File: src/rtl/assert_macros.svh
// ----------------------------------------------------------------------------
// Assertion macros
// Clocked concurrent assertion shorthands, disabled while reset is held.
// ----------------------------------------------------------------------------
`ifndef ASSERT_MACROS_SVH
`define ASSERT_MACROS_SVH

// Same-cycle implication on i_clk.
`define SDRE_ASSERT_IMP(label, ante, cons, msg) \
    label: assert property (@(posedge i_clk) disable iff (!i_rst_n) (ante) |-> (cons)) \
        else $error(msg);

// Next-cycle implication on i_clk.
`define SDRE_ASSERT_NXT(label, ante, cons, msg) \
    label: assert property (@(posedge i_clk) disable iff (!i_rst_n) (ante) |=> (cons)) \
        else $error(msg);

`endif

File: src/rtl/sdre_pkg.sv
`timescale 1ns / 1ps
// ----------------------------------------------------------------------------
// sdre_pkg
// Shared widths, reset values and register codes of the dark run extractor.
// ----------------------------------------------------------------------------
package sdre_pkg;

    localparam int PIX_W      = 8;
    localparam int FIELD_W    = 12;
    localparam int COORD_W    = 29;
    localparam int DIM_REG_W  = 13;
    localparam int THR_W      = 8;
    localparam int SCALE_W    = 16;
    localparam int CFG_IDX_W  = 4;
    localparam int CFG_DATA_W = 16;

    localparam int MAX_DIM_DEF = 4096;

    localparam int COORD_MAX = 268435455;
    localparam int COORD_MIN = -268435456;

    localparam logic [DIM_REG_W-1:0] WIDTH_RST  = 13'd4096;
    localparam logic [DIM_REG_W-1:0] HEIGHT_RST = 13'd4096;
    localparam logic [THR_W-1:0]     THR_RST    = 8'd128;
    localparam logic [SCALE_W-1:0]   SCALE_RST  = 16'd5014;

    typedef enum logic [CFG_IDX_W-1:0] {
        CFG_IMAGE_WIDTH      = 4'd0,
        CFG_IMAGE_HEIGHT     = 4'd1,
        CFG_DARK_THRESHOLD   = 4'd2,
        CFG_LINE_WIDTH_SCALE = 4'd3
    } t_cfg_reg;

endpackage

File: src/rtl/sdre_pix_if.sv
`timescale 1ns / 1ps
// ----------------------------------------------------------------------------
// sdre_pix_if
// Pixel stream channel: one grayscale pixel per beat.
// ----------------------------------------------------------------------------
interface sdre_pix_if import sdre_pkg::*; ();
    logic             valid;
    logic             ready;
    logic [PIX_W-1:0] pixel;

    modport source (output valid, output pixel, input ready);
    modport sink   (input valid, input pixel, output ready);
endinterface

File: src/rtl/sdre_seg_if.sv
`timescale 1ns / 1ps
// ----------------------------------------------------------------------------
// sdre_seg_if
// Segment channel: one dark run per beat, columns, row and centred coordinates.
// ----------------------------------------------------------------------------
interface sdre_seg_if import sdre_pkg::*; ();
    logic                      valid;
    logic                      ready;
    logic [FIELD_W-1:0]        start_col;
    logic [FIELD_W-1:0]        end_col;
    logic [FIELD_W-1:0]        seg_row;
    logic signed [COORD_W-1:0] x_start_mm;
    logic signed [COORD_W-1:0] x_end_mm;
    logic signed [COORD_W-1:0] y_mm;

    modport source (output valid, output start_col, output end_col, output seg_row,
                    output x_start_mm, output x_end_mm, output y_mm, input ready);
    modport sink   (input valid, input start_col, input end_col, input seg_row,
                    input x_start_mm, input x_end_mm, input y_mm, output ready);
endinterface

File: src/rtl/sdre_cfg_if.sv
`timescale 1ns / 1ps
// ----------------------------------------------------------------------------
// sdre_cfg_if
// Configuration write channel: register index and write data per beat.
// ----------------------------------------------------------------------------
interface sdre_cfg_if import sdre_pkg::*; ();
    logic                  valid;
    logic                  ready;
    logic [CFG_IDX_W-1:0]  index;
    logic [CFG_DATA_W-1:0] data;

    modport source (output valid, output index, output data, input ready);
    modport sink   (input valid, input index, input data, output ready);
endinterface

File: src/rtl/scanline_dark_run_extractor.sv
`timescale 1ns / 1ps
// A closed run passes the run stage register, then the output register, to o_seg.
// Throughput: one pixel per cycle unless o_seg stalls, set by the run tracker plus
//   coordinate stage (three parallel multiplies), each between two register stages.
// Reset: synchronous, active low; clears counters, run flag and stage valids and
//   restores the configuration registers to their defaults. No clearing pass.
// ----------------------------------------------------------------------------
// scanline_dark_run_extractor
// Segments a raster pixel stream into dark runs per row and emits each run with
// its columns, row and image-centred coordinates scaled by the line width.
// ----------------------------------------------------------------------------
`include "assert_macros.svh"

module scanline_dark_run_extractor import sdre_pkg::*; #(
    parameter int MAX_DIM = MAX_DIM_DEF
) (
    input  logic       i_clk,
    input  logic       i_rst_n,
    sdre_cfg_if.sink   i_cfg,
    sdre_pix_if.sink   i_pix,
    sdre_seg_if.source o_seg
);

    // Counter width covers 0..MAX_DIM-1, dimension width covers 1..MAX_DIM.
    localparam int CW   = $clog2(MAX_DIM);
    localparam int DW   = $clog2(MAX_DIM + 1);
    localparam int CMPW = (DW > DIM_REG_W) ? DW : DIM_REG_W;
    // Signed difference 2*pos - size, and the product with the Q0.16 scale.
    localparam int MW   = DW + 2;
    localparam int PW   = (MW + SCALE_W + 1 > COORD_W + 1) ? MW + SCALE_W + 1 : COORD_W + 1;

    localparam logic signed [PW-1:0] CoordMax = PW'(COORD_MAX);
    localparam logic signed [PW-1:0] CoordMin = PW'(COORD_MIN);

    // ------------------------------------------------------------------
    // Configuration registers
    // ------------------------------------------------------------------
    logic [DIM_REG_W-1:0] r_width;
    logic [DIM_REG_W-1:0] r_height;
    logic [THR_W-1:0]     r_thresh;
    logic [SCALE_W-1:0]   r_scale;

    assign i_cfg.ready = 1'b1;

    always_ff @(posedge i_clk) begin
        if (!i_rst_n) begin
            r_width  <= WIDTH_RST;
            r_height <= HEIGHT_RST;
            r_thresh <= THR_RST;
            r_scale  <= SCALE_RST;
        end else if (i_cfg.valid) begin
            case (i_cfg.index)
                CFG_IMAGE_WIDTH:      r_width  <= i_cfg.data[DIM_REG_W-1:0];
                CFG_IMAGE_HEIGHT:     r_height <= i_cfg.data[DIM_REG_W-1:0];
                CFG_DARK_THRESHOLD:   r_thresh <= i_cfg.data[THR_W-1:0];
                CFG_LINE_WIDTH_SCALE: r_scale  <= i_cfg.data[SCALE_W-1:0];
                default: begin
                    // Unknown index: drop the write.
                end
            endcase
        end
    end

    // Clamp a size register to 1..MAX_DIM.
    function automatic logic [DW-1:0] clamp_dim(input logic [DIM_REG_W-1:0] v);
        logic [CMPW-1:0] v_ext;
        v_ext = CMPW'(v);
        if (v_ext == '0) begin
            clamp_dim = DW'(1);
        end else if (v_ext > CMPW'(MAX_DIM)) begin
            clamp_dim = DW'(MAX_DIM);
        end else begin
            clamp_dim = DW'(v_ext);
        end
    endfunction

    logic [DW-1:0] w_dim;
    logic [DW-1:0] h_dim;

    assign w_dim = clamp_dim(r_width);
    assign h_dim = clamp_dim(r_height);

    // ------------------------------------------------------------------
    // Handshake: the coordinate stage advances when its output slot is free
    // or being taken; the run stage advances when its slot is free or moves on.
    // ------------------------------------------------------------------
    logic r_s1_vld;
    logic r_o_vld;
    logic out_en;
    logic s1_en;
    logic pix_acc;

    assign out_en      = !r_o_vld || o_seg.ready;
    assign s1_en       = !r_s1_vld || out_en;
    assign i_pix.ready = s1_en;
    assign pix_acc     = i_pix.valid && s1_en;

    // ------------------------------------------------------------------
    // Run tracker: column/row counters and the open-run flag
    // ------------------------------------------------------------------
    logic [CW-1:0] r_col;
    logic [CW-1:0] r_row;
    logic          r_in_run;
    logic [CW-1:0] r_run_start;

    logic [CW-1:0] n_col;
    logic [CW-1:0] n_row;
    logic          n_in_run;
    logic [CW-1:0] n_run_start;

    logic          dark;
    logic          col_last;
    logic          row_last;
    logic          emit;
    logic [CW-1:0] seg_start;
    logic [CW-1:0] seg_end;

    assign dark     = i_pix.pixel < r_thresh;
    assign col_last = DW'(r_col) >= (w_dim - DW'(1));
    assign row_last = DW'(r_row) >= (h_dim - DW'(1));

    always_comb begin
        n_col       = r_col;
        n_row       = r_row;
        n_in_run    = r_in_run;
        n_run_start = r_run_start;
        emit        = 1'b0;
        seg_start   = r_col;
        seg_end     = r_col;

        if (dark && !r_in_run) begin
            if (col_last) begin
                // Lone dark pixel at the row end: one-pixel segment.
                emit = 1'b1;
            end else begin
                n_run_start = r_col;
                n_in_run    = 1'b1;
            end
        end else if (r_in_run && (!dark || col_last)) begin
            // Close the run on the first light pixel or at the row end.
            emit      = 1'b1;
            seg_start = r_run_start;
            seg_end   = dark ? r_col : r_col - CW'(1);
            n_in_run  = 1'b0;
        end

        if (col_last) begin
            n_col    = '0;
            n_in_run = 1'b0;
            n_row    = row_last ? '0 : r_row + CW'(1);
        end else begin
            n_col = r_col + CW'(1);
        end
    end

    always_ff @(posedge i_clk) begin
        if (!i_rst_n) begin
            r_col       <= '0;
            r_row       <= '0;
            r_in_run    <= 1'b0;
            r_run_start <= '0;
        end else if (pix_acc) begin
            r_col       <= n_col;
            r_row       <= n_row;
            r_in_run    <= n_in_run;
            r_run_start <= n_run_start;
        end
    end

    // ------------------------------------------------------------------
    // Run stage register: closed segment waiting for coordinate math
    // ------------------------------------------------------------------
    logic [CW-1:0] r_s1_start;
    logic [CW-1:0] r_s1_end;
    logic [CW-1:0] r_s1_row;

    always_ff @(posedge i_clk) begin
        if (!i_rst_n) begin
            r_s1_vld <= 1'b0;
        end else if (s1_en) begin
            r_s1_vld <= pix_acc && emit;
        end
    end

    always_ff @(posedge i_clk) begin
        if (s1_en && pix_acc && emit) begin
            r_s1_start <= seg_start;
            r_s1_end   <= seg_end;
            r_s1_row   <= r_row;
        end
    end

    // ------------------------------------------------------------------
    // Coordinate stage: (2*pos - size) * scale, negated for y, saturated
    // ------------------------------------------------------------------
    function automatic logic [COORD_W-1:0] centred(
        input logic [CW-1:0]      pos,
        input logic [DW-1:0]      size,
        input logic               flip,
        input logic [SCALE_W-1:0] scale
    );
        logic signed [MW-1:0]        d;
        logic signed [SCALE_W:0]     sc;
        logic signed [PW-1:0]        v;
        d  = $signed(MW'({pos, 1'b0})) - $signed(MW'(size));
        if (flip) begin
            d = -d;
        end
        sc = $signed({1'b0, scale});
        v  = PW'(d) * PW'(sc);
        if (v > CoordMax) begin
            v = CoordMax;
        end else if (v < CoordMin) begin
            v = CoordMin;
        end
        centred = v[COORD_W-1:0];
    endfunction

    logic [FIELD_W-1:0] r_o_start;
    logic [FIELD_W-1:0] r_o_end;
    logic [FIELD_W-1:0] r_o_row;
    logic [COORD_W-1:0] r_o_xs;
    logic [COORD_W-1:0] r_o_xe;
    logic [COORD_W-1:0] r_o_y;

    always_ff @(posedge i_clk) begin
        if (!i_rst_n) begin
            r_o_vld <= 1'b0;
        end else if (out_en) begin
            r_o_vld <= r_s1_vld;
        end
    end

    always_ff @(posedge i_clk) begin
        if (out_en && r_s1_vld) begin
            r_o_start <= FIELD_W'(r_s1_start);
            r_o_end   <= FIELD_W'(r_s1_end);
            r_o_row   <= FIELD_W'(r_s1_row);
            r_o_xs    <= centred(r_s1_start, w_dim, 1'b0, r_scale);
            r_o_xe    <= centred(r_s1_end, w_dim, 1'b0, r_scale);
            r_o_y     <= centred(r_s1_row, h_dim, 1'b1, r_scale);
        end
    end

    assign o_seg.valid      = r_o_vld;
    assign o_seg.start_col  = r_o_start;
    assign o_seg.end_col    = r_o_end;
    assign o_seg.seg_row    = r_o_row;
    assign o_seg.x_start_mm = $signed(r_o_xs);
    assign o_seg.x_end_mm   = $signed(r_o_xe);
    assign o_seg.y_mm       = $signed(r_o_y);

    // ------------------------------------------------------------------
    // Assertions
    // ------------------------------------------------------------------
    // An open run always started at an earlier column of the current row.
    `SDRE_ASSERT_IMP(a_run_start_behind, r_in_run, r_run_start < r_col, "open run not behind column")
    // A waiting segment holds while the output slot is blocked.
    `SDRE_ASSERT_NXT(a_s1_hold, r_s1_vld && !out_en, r_s1_vld && $stable(r_s1_start) && $stable(r_s1_end), "segment lost under stall")
    // A segment never ends before it starts.
    `SDRE_ASSERT_IMP(a_seg_order, r_s1_vld, r_s1_end >= r_s1_start, "segment end before start")

endmodule

File: src/flat_wrapper.sv
// flat-port wrapper written by rule: the top's interface ports become plain ports
module scanline_dark_run_extractor_flat import sdre_pkg::*;
#(
    parameter int MAX_DIM = MAX_DIM_DEF
)
  (i_clk, i_rst_n, i_cfg_valid, i_cfg_index, i_cfg_data, i_cfg_ready, i_pix_valid, i_pix_pixel, i_pix_ready, o_seg_valid, o_seg_start_col, o_seg_end_col, o_seg_seg_row, o_seg_x_start_mm, o_seg_x_end_mm, o_seg_y_mm, o_seg_ready);
  sdre_cfg_if i_cfg_i ();
  sdre_pix_if i_pix_i ();
  sdre_seg_if o_seg_i ();
  input  logic i_clk;
  input  logic i_rst_n;
  input wire logic [$bits(i_cfg_i.valid)-1:0] i_cfg_valid;
  input wire logic [$bits(i_cfg_i.index)-1:0] i_cfg_index;
  input wire logic [$bits(i_cfg_i.data)-1:0] i_cfg_data;
  output wire logic [$bits(i_cfg_i.ready)-1:0] i_cfg_ready;
  input wire logic [$bits(i_pix_i.valid)-1:0] i_pix_valid;
  input wire logic [$bits(i_pix_i.pixel)-1:0] i_pix_pixel;
  output wire logic [$bits(i_pix_i.ready)-1:0] i_pix_ready;
  output wire logic [$bits(o_seg_i.valid)-1:0] o_seg_valid;
  output wire logic [$bits(o_seg_i.start_col)-1:0] o_seg_start_col;
  output wire logic [$bits(o_seg_i.end_col)-1:0] o_seg_end_col;
  output wire logic [$bits(o_seg_i.seg_row)-1:0] o_seg_seg_row;
  output wire logic [$bits(o_seg_i.x_start_mm)-1:0] o_seg_x_start_mm;
  output wire logic [$bits(o_seg_i.x_end_mm)-1:0] o_seg_x_end_mm;
  output wire logic [$bits(o_seg_i.y_mm)-1:0] o_seg_y_mm;
  input wire logic [$bits(o_seg_i.ready)-1:0] o_seg_ready;
  assign i_cfg_i.valid = i_cfg_valid;
  assign i_cfg_i.index = i_cfg_index;
  assign i_cfg_i.data = i_cfg_data;
  assign i_cfg_ready = i_cfg_i.ready;
  assign i_pix_i.valid = i_pix_valid;
  assign i_pix_i.pixel = i_pix_pixel;
  assign i_pix_ready = i_pix_i.ready;
  assign o_seg_valid = o_seg_i.valid;
  assign o_seg_start_col = o_seg_i.start_col;
  assign o_seg_end_col = o_seg_i.end_col;
  assign o_seg_seg_row = o_seg_i.seg_row;
  assign o_seg_x_start_mm = o_seg_i.x_start_mm;
  assign o_seg_x_end_mm = o_seg_i.x_end_mm;
  assign o_seg_y_mm = o_seg_i.y_mm;
  assign o_seg_i.ready = o_seg_ready;
  scanline_dark_run_extractor #(.MAX_DIM(MAX_DIM)) u_core (.i_clk(i_clk), .i_rst_n(i_rst_n), .i_cfg(i_cfg_i), .i_pix(i_pix_i), .o_seg(o_seg_i));
endmodule
File: config.mk
export PLATFORM = sky130hd
export DESIGN_NAME = scanline_dark_run_extractor_flat
export DESIGN_NICKNAME = d
export VERILOG_FILES = /design/src/rtl/sdre_pkg.sv /design/src/rtl/sdre_pix_if.sv /design/src/rtl/sdre_seg_if.sv /design/src/rtl/sdre_cfg_if.sv /design/src/rtl/scanline_dark_run_extractor.sv /design/src/flat_wrapper.sv
export VERILOG_INCLUDE_DIRS = /design/src /design/src/rtl
export SDC_FILE = /design/constraint.sdc
export NUM_CORES = 2
export LEC_CHECK = 0
export BUFFER_PORTS_ARGS = -buffer_cell sky130_fd_sc_hd__buf_4
export CAP_MARGIN = 20
export CORE_MARGIN = 4
export CORE_UTILIZATION = 55
export DETAILED_ROUTE_END_ITERATION = 12
export GPL_TIMING_DRIVEN = 0
export PLACE_DENSITY = 0.71
export SLEW_MARGIN = 15
export SYNTH_ARGS = -nofsm -noshare
export SYNTH_HDL_FRONTEND = slang
export SYNTH_SLANG_ARGS = --single-unit
export TNS_END_PERCENT = 10
File: constraint.sdc
create_clock -name i_clk -period 19.2 [get_ports i_clk]
set_clock_uncertainty 0.2 [all_clocks]
set_input_delay 3.84 -clock i_clk [delete_from_list [all_inputs] [get_ports i_clk]]
set_output_delay 3.84 -clock i_clk [all_outputs]
set_load 0.02 [all_outputs]
==> results.toml <==
[sta]
slew-limit-headroom_pct = 11.0
finalSetupViolations = 0
min_period_ns = 13.45
hold_viol_final = 0
rsz0062_at_grt = "false"
worst_pin_slew_ns = 1.33
setup_tns_ns = 0
max_freq_ghz = 0.0744
fin_crit_sh_pct = 70.0
drv_slew = 0

[synthesis]
post_synth.cell_area_avg_um2 = 9.17
synth_top_cell_area_share_pct = 28.5
synth.largest_area_cell = "fa_1"
synth_edf_count = 159
synth_area_leaders = "fa_1 (29%), ha_1 (14%), edfxtp_1 (13%), inv_1 (6.5%), nand2_1 (6.1%)"
synth_nets = 4912
yosysWarnings = 0
yosysSeqAreaShare_pct = 18.1
netlist_area_um2 = 36200
synth_seq_cells = 248
synthArstFlopShare_pct = 0
yosysUniqueCellTypes = 83
netlist_instances = 3952
synthFlopType = "edfxtp_1"

[setup_path]
reg2regPathDepth = 36
reg2reg_from = "u_core.r_height[9]"
start_kind = "flip-flop"
slowest_delay_ns = 0.86
r2r-end = "u_core.o_seg.y_mm[21]"
cpMostUsedCell = "fa_1"
reg2reg_slack_ns = 5.75
critPathRequiredTime_ns = 19.33
crit_type = "reg -> reg"
end_kind = "flip-flop"
critPathMaxFanout = 10
cp_slowest_cell = "o41ai_4"
cp_data_arrival_time_ns = 13.57

[cts]
clkTransAtPathRegs_ns = 0.06
h-tree-depth = 1
insertion_delay_ns = 0.61
ctsHoldBuffers = 0
cts_resized = 0
clock_sinks = 248
cts_tree = "done"
numCtsBuffers = 28
root_buffer = "clkbuf_16"
cts.path.max_buffers = 3
postCtsSetupBuffers = 0

[global_route]
gr-usage-met1_pct = 37.2
first_global_vias = 29200
antenna_found_initial = 5
busiest_layer = "met2"
grtUsageMet2_pct = 47.5
met3_usage_pct = 7.37
overflow = 0
track_usage_pct = 29.0
grt_max_degree = 31
grt_first_pass_wirelength_mm = 160

[placement]
io_buffers = 157
gp_congestion = 0.979
dp_hpwl_mm = 81.7
post_dp_cell_area_um2 = 38600

[min_path]
holdPathStages = 2
hp-class = "reg -> reg"
min_from = "u_core.r_run_start[11]"
holdPathEnd = "u_core.r_run_start[11]"

[power_and_ir_drop]
p_per_area_nw_per_um2 = 98.9
leakage_nw = 18.9
vdd_ir_drop_max_mv = 0.107

[floorplan]
chipHeight_um = 265
coreArea_um2 = 64800
io_pins = 159
start_util_pct = 55.9
die-area_um2 = 70000
die_x_um = 265
rows = 93

[route]
ant_nets = 0
drc = 0
finalWirelength_mm = 102
wl_per_cell_um = 20.2
via_count = 28800
dr.pass1.iters = 6
drt-initial-drc-count = 2132
viasPerCell = 5.72

[finish]
multi_input_area_um2 = 26600
syn_to_final_growth_pct = 9.38
finish.net_count = 5109
final_cell_mix = "inv_1 (632), nand2_1 (593), fa_1 (516), ha_1 (411), a21oi_1 (182)"
final_layout_size_suffix_gt1_share_pct = 7.12
final_area_um2 = 39600
regArea_um2 = 6560
layout_commonest_cell = "inv_1"
fillers = 5723

[flow_run]
cap_viol_max_count = 0

[outcome]
status = "finished, final reports clean"
==> through the flow <==
stage / setup WS [ns] / hold slack [ns] / util [%] / power, mW / instances
6_report: 5.75 / 0.261 / 61.1 / 3.92 / 5030
3_3_place_gp: 6.08 / 0.242 / 59.4 / 3.30 / 4964
2_1_floorplan: 8.74 / 0.233 / - / 2.74 / 3952
3_5_place_dp: 6.00 / 0.257 / 59.6 / 3.33 / 4971
4_1_cts: 5.95 / 0.266 / 61.1 / 3.93 / 5023
5_1_grt: 4.95 / 0.281 / 61.1 / 4.33 / 5026
==> routing by layer <==
metal | part of all wire [%] | vias to the layer above | wire (um)
li1 | - | 13100 | -
met1 | 39 | 14200 | 39700
met2 | 46 | 1259 | 46700
met3 | 10 | 278 | 10300
met4 | 4.7 | 6 | 4740
met5 | 0.036 | - | 37
==> where the power goes <==
part	internal, mW	switching, mW
combinational	1.14	1.54
sequential	0.670	0.00585
clock	0.336	0.237
total	2.14	1.78
==> worst max-delay path: cells and delay by family (launching register included) <==
family | cells | cell delay, ns
adder cells (fa/ha/maj) | 8 | 3.71
AND/OR/NAND/NOR | 10 | 3.42
AO/OA/AOI/OAI | 9 | 2.72
buffers and inverters | 7 | 1.79
XOR/XNOR | 2 | 0.92
flip-flops | 1 | 0.41
==> Yosys cell counts, drive strengths merged, types with 11 or more instances <==
library cell / instances
nand3: 47
clkbuf: 169
o21ai: 98
and3: 32
inv: 633
o21a: 30
xor2: 64
a21oi: 183
nand4: 20
or3: 16
mux2i: 15
buf: 11
mux2: 26
nor4: 15
fa: 516
a21o: 73
dfxtp: 89
edfxtp: 159
nand2b: 73
nand2: 593
nor2b: 67
ha: 411
or2: 23
nor3: 35
a211oi: 20
nor2: 134
and2: 176
xnor2: 84
o211ai: 13
==> kinds of logic after synthesis <==
| logic type | Yosys count | synth area share, % |
|---|---|---|
| other cells | 1 | 0.0104 |
| flops | 248 | 18.1 |
| buf+inv | 815 | 8.51 |
| fa+ha+maj | 927 | 42.7 |
| xor+xnor | 148 | 3.60 |
| simple gates | 1262 | 16.8 |
| compound gates | 510 | 9.02 |
| mux | 41 | 1.22 |
==> state kept, by name, summed over array words and instances (netlist names) <==
name and flops:
u_core.o_seg.valid 1, u_core.r_width 13, u_core.r_in_run 1, u_core.r_run_start 12, u_core.r_scale 16, u_core.r_s1_row 12
u_core.o_seg.y_mm 29, u_core.r_thresh 8, u_core.o_seg.x_start_mm 29, u_core.o_seg.x_end_mm 29, u_core.o_seg.seg_row 12, u_core.r_row 12
u_core.r_s1_start 12, u_core.r_s1_end 12, u_core.r_col 12, u_core.o_seg.end_col 12, u_core.r_height 13, u_core.r_s1_vld 1
u_core.o_seg.start_col 12
==> area by class of cell <==
class                      instances  area share, %
antenna                            4         0.0253
buffer                           180           1.77
clock buffer                      34           1.93
clock inverter                    18          0.518
inverter                         635           6.02
multi-input combinational       2889           67.2
sequential                       248           16.5
tap                              855           2.70
timing repair buffer             167           3.33
==> how the worst max path moves through the flow <==
| stage | startpoint | endpoint | cells past startpoint |
|---|---|---|---|
| after global placement | u_core.r_height[9] | u_core.o_seg.y_mm[5] | 36 |
| after CTS | u_core.r_height[9] | u_core.o_seg.y_mm[8] | 36 |
| final | u_core.r_height[9] | u_core.o_seg.y_mm[21] | 36 |
| after floorplan | u_core.r_height[9] | u_core.o_seg.y_mm[5] | 36 |
| after detailed placement | u_core.r_height[9] | u_core.o_seg.y_mm[8] | 36 |
| after global routing | u_core.r_height[9] | u_core.o_seg.y_mm[27] | 36 |
Power figures use the tool's default switching activity.
